File: src/sv/mprc_pkg.sv
// ----------------------------------------------------------------------------
// mprc_pkg
// Shared sizes and types of the MED predictor residual codec.
// ----------------------------------------------------------------------------
package mprc_pkg;

  // line buffer depth, in pixels
  localparam int MAX_WIDTH = 2048;
  localparam int COL_W     = $clog2(MAX_WIDTH);
  localparam int IMG_W_W   = 12;
  localparam int IMG_H_W   = 16;
  // width wide enough for the width register and for MAX_WIDTH itself
  localparam int WW        = (COL_W + 1 > IMG_W_W) ? COL_W + 1 : IMG_W_W;

  localparam int CHAN_W    = 8;
  localparam int NCHAN     = 4;
  localparam int PIX_W     = CHAN_W * NCHAN;

  // register indexes, one 32-bit register per word address
  typedef enum logic [1:0] {
    REG_MODE   = 2'd0,
    REG_DECODE = 2'd1,
    REG_WIDTH  = 2'd2,
    REG_HEIGHT = 2'd3
  } reg_idx_t;

  // per-item control handed to the channel datapaths
  typedef struct packed {
    logic first;     // first pixel of the image, passes through raw
    logic col0;      // column zero, predict from up
    logic use_left;  // row zero or left predictor mode
    logic decode;    // rebuild pixels from residuals
  } chan_ctl_t;

endpackage

File: src/sv/mprc_chan.sv
// ----------------------------------------------------------------------------
// mprc_chan
// One color channel: prediction from the neighbors, then residual or rebuild.
// ----------------------------------------------------------------------------
module mprc_chan
  import mprc_pkg::*;
(
  input  chan_ctl_t         ctl,
  input  logic [CHAN_W-1:0] x,         // pixel or residual magnitude
  input  logic              sign_in,   // decode sign, 1 means subtract
  input  logic [CHAN_W-1:0] nb_left,
  input  logic [CHAN_W-1:0] nb_up,
  input  logic [CHAN_W-1:0] nb_ul,
  output logic [CHAN_W-1:0] res,
  output logic              sign_out,
  output logic [CHAN_W-1:0] pix        // true or rebuilt pixel for the neighbors
);

  logic [CHAN_W-1:0] mx;
  logic [CHAN_W-1:0] mn;
  logic [CHAN_W-1:0] med;
  logic [CHAN_W-1:0] pred;

  // median edge detector
  always_comb begin
    mx = (nb_left > nb_up) ? nb_left : nb_up;
    mn = (nb_left > nb_up) ? nb_up : nb_left;
    if (nb_ul >= mx) begin
      med = mn;
    end else if (nb_ul <= mn) begin
      med = mx;
    end else begin
      med = nb_left + nb_up - nb_ul;
    end
  end

  // predictor select
  always_comb begin
    if (ctl.col0) begin
      pred = nb_up;
    end else if (ctl.use_left) begin
      pred = nb_left;
    end else begin
      pred = med;
    end
  end

  // residual or rebuild
  always_comb begin
    res      = x;
    sign_out = 1'b0;
    pix      = x;
    if (ctl.first) begin
      res = x;
    end else if (ctl.decode) begin
      res = sign_in ? (pred - x) : (pred + x);
      pix = res;
    end else if (x > pred) begin
      res = x - pred;
    end else begin
      res      = pred - x;
      sign_out = 1'b1;
    end
  end

endmodule

File: config.mk
export PLATFORM = sky130hd
export DESIGN_NAME = mprc_chan
export DESIGN_NICKNAME = d
export VERILOG_FILES = /design/src/sv/mprc_pkg.sv /design/src/sv/mprc_chan.sv
export SDC_FILE = /design/constraint.sdc
export NUM_CORES = 1
export LEC_CHECK = 0
export BUFFER_PORTS_ARGS = -buffer_cell sky130_fd_sc_hd__buf_2
export CORE_MARGIN = 10
export CORE_UTILIZATION = 25
export DETAILED_ROUTE_END_ITERATION = 6
export REMOVE_ABC_BUFFERS = 1
export SYNTH_ARGS = -nofsm -noshare
export SYNTH_HDL_FRONTEND = slang
export SYNTH_SLANG_ARGS = --single-unit
export TNS_END_PERCENT = 10
File: constraint.sdc
create_clock -name vclk -period 18.65
set_clock_uncertainty 0.1 [all_clocks]
set_input_delay 1.865 -clock vclk [all_inputs]
set_output_delay 1.865 -clock vclk [all_outputs]
set_load 0.03 [all_outputs]
Yosys cells after proc, flatten, opt, wreduce, memory -nomap -nowiden. Cells that the tools add are included.

Bits in registers: 0. Input port bits: 37. Logic and storage cells: 24.

Add/subtract/negate cells: 5. Magnitude comparators: 4. Muxes and demuxes: 15.

Operators by type and width (number): 8-bit 2-to-1 mux (12); 8-bit subtractor (3); 8-bit adder (2); 8-bit greater-than comparator (2); 8-bit >= comparator (1); 8-bit <= comparator (1); 1-bit 2-to-1 mux (3).

Logic depth before layout (Yosys ltp). Gate-level depths: netlist of the first run.

Word-level depth: 11. Gate-level depth with buffers: 29.

Least setup slack after synthesis of the first run. No wires, ideal clock.

Path kind: input-to-output. Start: input port nb_up[1]. End: output port res[7]. Arrival time: 7.462 ns. Data required time: 16.685 ns. Path slack: 9.223 ns. Stages on the path: 28. Buffers on the path: 3. Path through: inv_1 ha_1 nor2b_1 o211ai_1 a21oi_1 o21ai_2 buf_2 buf_1 a21oi_1 ha_1 and3_4 and3_4 a2111oi_4 nor2_2 o21ai_2 o22ai_1 a31oi_1 ha_1 inv_1 fa_1 nand3_1 a21oi_1 o31ai_1 buf_4 mux2i_1 xor2_1 nor3_1 a221oi_1.

Cells in the longest elaborated chain, start to end: 11.

Ends and longest elaborated chain: from (decl) (RTL line mprc_chan.sv:12) `input logic [CHAN_W-1:0] nb_up,`; 8-bit greater-than comparator (RTL line mprc_chan.sv:26, mprc_chan.sv:27); 8-bit 2-to-1 mux (RTL line mprc_chan.sv:27) `mn = (nb_left > nb_up) ? nb_up : nb_left;`; 8-bit <= comparator (RTL line mprc_chan.sv:30) `end else if (nb_ul <= mn) begin`; 8-bit 2-to-1 mux (RTL line mprc_chan.sv:30); 8-bit 2-to-1 mux (RTL line mprc_chan.sv:28) `if (nb_ul >= mx) begin`; 8-bit 2-to-1 mux (RTL line mprc_chan.sv:41) `end else if (ctl.use_left) begin`; 8-bit 2-to-1 mux * (RTL line mprc_chan.sv:39) `if (ctl.col0) begin`; 8-bit subtractor (tied with other cells) (RTL line mprc_chan.sv:56, mprc_chan.sv:61); 8-bit 2-to-1 mux, on equally long branches (RTL line mprc_chan.sv:58, mprc_chan.sv:56); 8-bit 2-to-1 mux * (RTL line mprc_chan.sv:55) `end else if (ctl.decode) begin`; 8-bit 2-to-1 mux * (RTL line mprc_chan.sv:53) `if (ctl.first) begin`; to (decl) (RTL line mprc_chan.sv:14) `output logic [CHAN_W-1:0] res,`.

Mark *: on every way between the ends. The rest lies on a longest branch, timed or not.

Final worst setup path of the first run. Same ends and word-level chain as after synthesis.

==> impl_metrics.yaml, run 1 <==
run_status:
  status: "complete, no violations"
cts:
  cts_setup_buffers: 0
  cts_resized: 0
  cts_hold_buf: 0
synthesis:
  syn_area_um2: 2850
  synth_commonest_cells: "55 x ha_1, 45 x inv_1, 44 x a21oi_1, 34 x nand2_1, 26 x o21ai_0"
  synthMostInstantiatedCell: "ha_1"
  yosys-top-cells-area: "ha_1 24%, a21oi_1 7.7%, fa_1 7.0%"
  synth_top_area_share_pct: 24.1
  yosysUniqueCellTypes: 60
  ys_warn_count: 0
  syn_avg_cell_area_um2: 7.17
  netlist_instances: 398
  seq_area_frac_synth_pct: 0
  synth_top_cell_by_area: "ha_1"
power:
  p_seq_share_pct: 0
  swShare_pct: 60.5
  p_sw_uw: 112
  pwr-share-clk_pct: 0
  p_int_uw: 73.3
  irDropWorstVdd_v: 0.0000238
  power_density_nw_per_um2: 57.2
  p_leak_uw: 0.00159
  combPwrFrac_pct: 100.0
worst_hold_path:
  hold_start: "x[1]"
  worstHoldPathType: "primary input to primary output"
  hold_depth: 4
  worstHoldEndpoint: "res[1]"
detailed_routing:
  vias: 2971
  vias_per_cell: 5.13
  final_antenna_net_count: 0
  drt_iter0_markers: 247
  drc: 0
  wire_per_inst_um: 15.2
  wl_um: 8770
  dr.pass1.iters: 4
cells_and_area:
  final_cells: 579
  design_area_um2: 3250
  regArea_um2: 0
  seq_cell_count: 0
  antenna_cells: 0
  clockBufferCount: 0
  areaGrowthSynthToFinish_pct: 13.7
  fin_nets: 543
  final_util_pct: 29.4
  drive_gt1_share_pct: 16.9
global_route:
  grtUsageTotal_pct: 10.6
  antenna_found_initial: 0
  grt_max_degree: 26
  first_global_vias: 2999
  overflow: 0
  grt_pass1_wl_um: 14700
timing:
  setup_viol: 0
  tightest_slew_ns: 0.746
  setup_tns_ns: 0
  slew_viol_final: 0
  worst_hold_slack_ns: 4.05
  hold_viol_final: 0
  layout_worst_path_cycle_share_pct: 52.9
  relSlewSlack_pct: 49.6
  post-route-min-period_ns: 9.87
  fmax_mhz: 101
  rsz0062_at_grt: "false"
worst_setup_path:
  cp.arrival_ns: 7.90
  cp_slowest_cell: "a2111oi_4"
  crit_path_start_kind: "primary input"
  worst_setup_path_end_kind: "primary output"
  required_ns: 16.68
  crit_type: "primary input to primary output"
  path_max_fanout: 25
  max_stage_delay_ns: 0.55
floorplan:
  initial_utilization_pct: 25.9
  die_x_um: 127
  rows: 38
  ios: 54
  core_um2: 11000
  fp.dieArea_um2: 16100
  die_y_um: 127
job:
  cap_violations: 0
placement:
  dp_cells: 579
  place_hpwl_um: 7740
  placed_cell_area_um2: 3250
  place_congestion: 0.894
  portBuffers: 54
worst max-delay path, delay by kind of cell:
kind,cells,cell delay [ns]
AO/OA/AOI/OAI,11,2.54
XOR/XNOR,1,0.16
adder cells (fa/ha/maj),4,1.18
buffers and inverters,6,1.09
multiplexers,1,0.23
AND/OR/NAND/NOR,7,0.82
placed cells by master (no fill, tap or decap), types with 7 or more instances in the layout:
master	synthesis	layout
buf_2	7	54
nor2b_1	7	7
nand2_1	34	34
o21ai_0	26	26
inv_1	45	45
xor2_1	7	7
fa_1	10	10
ha_1	55	55
a21oi_1	44	44
nor2_1	25	25
a21o_1	7	7
mux2i_1	13	13
xnor2_1	14	14
through the flow:
stage	power (µW)	worst slack [ns]
6_report	186	8.78
5_1_grt	209	8.10
4_1_cts	186	8.78
3_5_place_dp	184	8.80
3_3_place_gp	183	8.99
2_1_floorplan	137	8.53
cell families after synthesis:
| family | count (synthesis) | synth area share (%) |
|---|---|---|
| AO/OA/AOI/OAI | 132 | 30.3 |
| AND/OR/NAND/NOR | 106 | 18.9 |
| adder cells (fa/ha/maj) | 65 | 31.1 |
| buffers and inverters | 60 | 8.33 |
| XOR/XNOR | 21 | 6.44 |
| multiplexers | 14 | 4.95 |
how the worst max path moves through the flow:
| stage | from | to | cells after the start |
|---|---|---|---|
| floorplan | nb_up[1] | res[7] | 26 |
| global placement | nb_up[1] | res[7] | 30 |
| detailed placement | nb_up[1] | res[7] | 30 |
| CTS | nb_up[1] | res[7] | 30 |
| global route | nb_up[1] | res[7] | 30 |
| finish | nb_up[1] | res[7] | 30 |
final cells by class:
cell class	count	area (µm²)
Inverter	45	169
Tap cell	140	175
Multi-Input combinational cell	338	2620
Fill cell	1238	7780
Timing Repair Buffer	56	285
power by group through the flow:
stage          logic, µW  registers [µW]  clock network, µW
2_1_floorplan        137               0                  0
3_3_place_gp         183               0                  0
3_5_place_dp         184               0                  0
4_1_cts              186               0                  0
5_1_grt              209               0                  0
6_report             186               0                  0
metal layers:
layer / vias up / global-route usage (%) / wire [µm]
li1: 1513 / - / -
met1: 1372 / 13.6 / 4100
met2: 82 / 18.9 / 4160
met3: 4 / 1.42 / 459
met4: 0 / 0.603 / 57
met5: - / 0 / 0
Note: power is estimated with default switching activity, not from simulation.
==> run 2, diff against run 1 <==
Clock period 18.65 ns to 10.1 ns, I/O delays scaled along.
==> impl_metrics.yaml, run 2 (synthesis gave the netlist of run 1 again) <==
cells_and_area:
  drive_gt1_share_pct: 16.9
  areaGrowthSynthToFinish_pct: 13.7
  clockBufferCount: 0
  fin_nets: 543
  regArea_um2: 0
  n_fill_cell: 1226
  multi_input_area_um2: 2620
  seq_cell_count: 0
  final_common_cell: "ha_1"
  final_cell_mix: "55 x ha_1, 54 x buf_2, 45 x inv_1, 44 x a21oi_1, 34 x nand2_1"
  final_util_pct: 29.4
  design_area_um2: 3250
  antenna_cells: 0
detailed_routing:
  wl_um: 8890
  final_antenna_net_count: 0
  vias_per_cell: 5.15
  drt_iter0_markers: 213
  vias: 2980
  wire_per_inst_um: 15.4
  dr.pass1.iters: 5
  drc: 0
floorplan:
  core_um2: 11000
  initial_utilization_pct: 25.9
  die_y_um: 127
  fp.dieArea_um2: 16100
  rows: 38
  ios: 54
  die_x_um: 127
placement:
  placed_cell_area_um2: 3250
  portBuffers: 54
  place_hpwl_um: 7800
  place_congestion: 0.934
worst_setup_path:
  cp.arrival_ns: 7.24
  path_max_fanout: 23
  worst_setup_path_end_kind: "primary output"
  crit_path_start_kind: "primary input"
  crit_type: "primary input to primary output"
  max_stage_delay_ns: 0.79
  required_ns: 8.99
  cp_slowest_cell: "o21ai_2"
global_route:
  grt_pass1_wl_um: 14900
  grt_max_degree: 24
  antenna_found_initial: 0
  overflow: 0
  first_global_vias: 3059
  grtUsageTotal_pct: 10.6
power:
  power_density_nw_per_um2: 106
  irDropWorstVdd_v: 0.0000505
  p_leak_uw: 0.00159
timing:
  setup_tns_ns: 0
  slew_viol_final: 0
  hold_viol_final: 0
  worst_hold_slack_ns: 2.34
  setup_viol: 0
  tightest_slew_ns: 0.987
  layout_worst_path_cycle_share_pct: 82.7
  relSlewSlack_pct: 34.2
  post-route-min-period_ns: 8.35
  rsz0062_at_grt: "false"
  fmax_mhz: 120
worst_hold_path:
  worstHoldPathType: "primary input to primary output"
cts:
  cts_hold_buf: 0
  cts_resized: 0
  cts_setup_buffers: 0
job:
  cap_violations: 0
run_status:
  status: "complete, no violations"
[run 2: cell counts in the layout (fill, tap and decap cells not counted)]
Identical to the previous run, type by type.
[run 2: stage by stage]
step                      power (µW)  setup WS, ns  instances
after detailed placement         341          1.80        579
after CTS                        342          1.78        579
after global routing             387          1.17        579
final                            344          1.75        579
after global placement           337          1.96        579
after floorplan                  253          1.69        383
[run 2: final cells by class]
type / count / area share [%]
repair buffers: 56 / 8.79
inverters: 45 / 5.20
well taps: 140 / 5.40
multi-input cells: 338 / 80.6
[run 2: report_power, final]
part,internal (µW),switching (µW),total [µW]
sequential,0,0,0
clock,0,0,0
combinational,136,208,344
[run 2: path summary, 6_finish.rpt]
kind	start	end	slack [ns]	cells after the start
setup / recovery	nb_up[1]	res[7]	1.75	29
hold / removal	x[1]	res[1]	2.34	4
[run 2: worst max-delay path, delay by kind of cell]
kind / cells / cell delay, ns
adder cells (fa/ha/maj): 4 / 1.17
AO/OA/AOI/OAI: 11 / 3.03
XOR/XNOR: 1 / 0.17
AND/OR/NAND/NOR: 7 / 0.84
buffers and inverters: 5 / 0.76
multiplexers: 1 / 0.23
[run 2: per-layer routing]
layer / part of all wire, % / wire length [µm] / up-vias / track usage (%)
met5: 0 / 0 / - / 0
met4: 0.55 / 49 / 0 / 1.07
met3: 5.8 / 516 / 4 / 1.54
met2: 47 / 4160 / 91 / 18.6
met1: 47 / 4160 / 1367 / 13.7
li1: - / - / 1518 / -
==> run 3, diff against run 2 <==
Clock period 10.1 ns to 7.9 ns, I/O delays scaled along.
==> impl_metrics.yaml, run 3 (synthesis gave the netlist of run 1 again) <==
detailed_routing:
  final_antenna_net_count: 0
  wl_um: 8880
  drc: 0
  vias: 2977
  dr.pass1.iters: 5
  vias_per_cell: 5.12
  wire_per_inst_um: 15.3
  drt_iter0_markers: 182
global_route:
  grt_max_degree: 22
  overflow: 0
  grtUsageTotal_pct: 10.6
  first_global_vias: 3005
  antenna_found_initial: 0
  grt_pass1_wl_um: 14800
cts:
  cts_hold_buf: 0
placement:
  place_congestion: 0.916
  portBuffers: 54
  place_hpwl_um: 7870
floorplan:
  initial_utilization_pct: 25.9
  ios: 54
  die_x_um: 127
  core_um2: 11000
  fp.dieArea_um2: 16100
  rows: 38
  die_y_um: 127
cells_and_area:
  seq_cell_count: 0
  regArea_um2: 0
  final_cell_mix: "54 x buf_2, 53 x ha_1, 45 x inv_1, 44 x a21oi_1, 34 x nand2_1"
  antenna_cells: 0
  final_common_cell: "buf_2"
  areaGrowthSynthToFinish_pct: 14.6
  fin_nets: 545
  multi_input_area_um2: 2630
  drive_gt1_share_pct: 17.9
  n_fill_cell: 1224
  clockBufferCount: 0
worst_setup_path:
  required_ns: 7.01
  worst_setup_path_end_kind: "primary output"
  critPathMostFrequentCell: "a21oi_1"
  crit_path_start_kind: "primary input"
  cp_slowest_cell: "a21oi_2"
  max_stage_delay_ns: 0.41
  cp.arrival_ns: 6.48
  path_max_fanout: 21
  crit_type: "primary input to primary output"
timing:
  setup_tns_ns: 0
  rsz0062_at_grt: "false"
  setup_viol: 0
  fmax_mhz: 136
  hold_viol_final: 0
  tightest_slew_ns: 0.587
  relSlewSlack_pct: 60.4
  layout_worst_path_cycle_share_pct: 93.3
  post-route-min-period_ns: 7.37
  slew_viol_final: 0
run_status:
  status: "complete, no violations"
power:
  p_leak_uw: 0.00160
  power_density_nw_per_um2: 136
  p_total_uw: 446
  irDropWorstVdd_v: 0.0000552
worst_hold_path:
  hold_depth: 4
  worstHoldPathType: "primary input to primary output"
job:
  cap_violations: 0
run 3: final timing paths:
path,endpoint,from
worst max-delay path,res[7],nb_up[1]
worst min-delay path,pix[7],x[7]
run 3: report_power, final:
| part | leakage (µW) | internal, µW | switching [µW] | total [µW] |
|---|---|---|---|---|
| Sequential | 0 | 0 | 0 | 0 |
| Combinational | 0.00160 | 177 | 269 | 446 |
| Clock | 0 | 0 | 0 | 0 |
run 3: area by class of cell:
class | instances | area share [%]
tap | 140 | 5.36
inverter | 45 | 5.16
timing repair buffer | 58 | 9.18
multi-input combinational | 338 | 80.3
run 3: per-layer routing:
metal / wire, µm / GRT usage [%] / vias up / part of all wire (%)
met5: 0 / 0 / - / 0
met4: 68 / 0.804 / 0 / 0.77
met3: 474 / 1.25 / 4 / 5.3
met2: 4110 / 18.3 / 82 / 46
met1: 4220 / 14.2 / 1363 / 48
li1: - / - / 1528 / -
run 3: worst max-delay path, delay by kind of cell:
family / cells / cell delay (ns)
compound gates: 13 / 2.54
xor+xnor: 1 / 0.17
fa+ha+maj: 4 / 1.17
buf+inv: 6 / 1.03
mux: 1 / 0.22
simple gates: 5 / 0.55
run 3: timing repair:
action	CTS	global route
buffers inserted	0	0
resized for setup	0	3
endpoints found under the setup margin	0	1
run 3: through the flow:
step | hold slack [ns] | setup slack, ns | cells | area [µm²] | util [%]
2_1_floorplan | 1.68 | -0.0746 | 383 | 2790 | -
4_1_cts | 1.89 | 0.421 | 581 | 3260 | 29.6
3_5_place_dp | 1.89 | 0.435 | 581 | 3260 | 29.6
6_report | 1.89 | 0.527 | 581 | 3270 | 29.7
5_1_grt | 1.94 | 0.0144 | 581 | 3270 | 29.7
3_3_place_gp | 1.89 | 0.535 | 581 | 3260 | 29.6
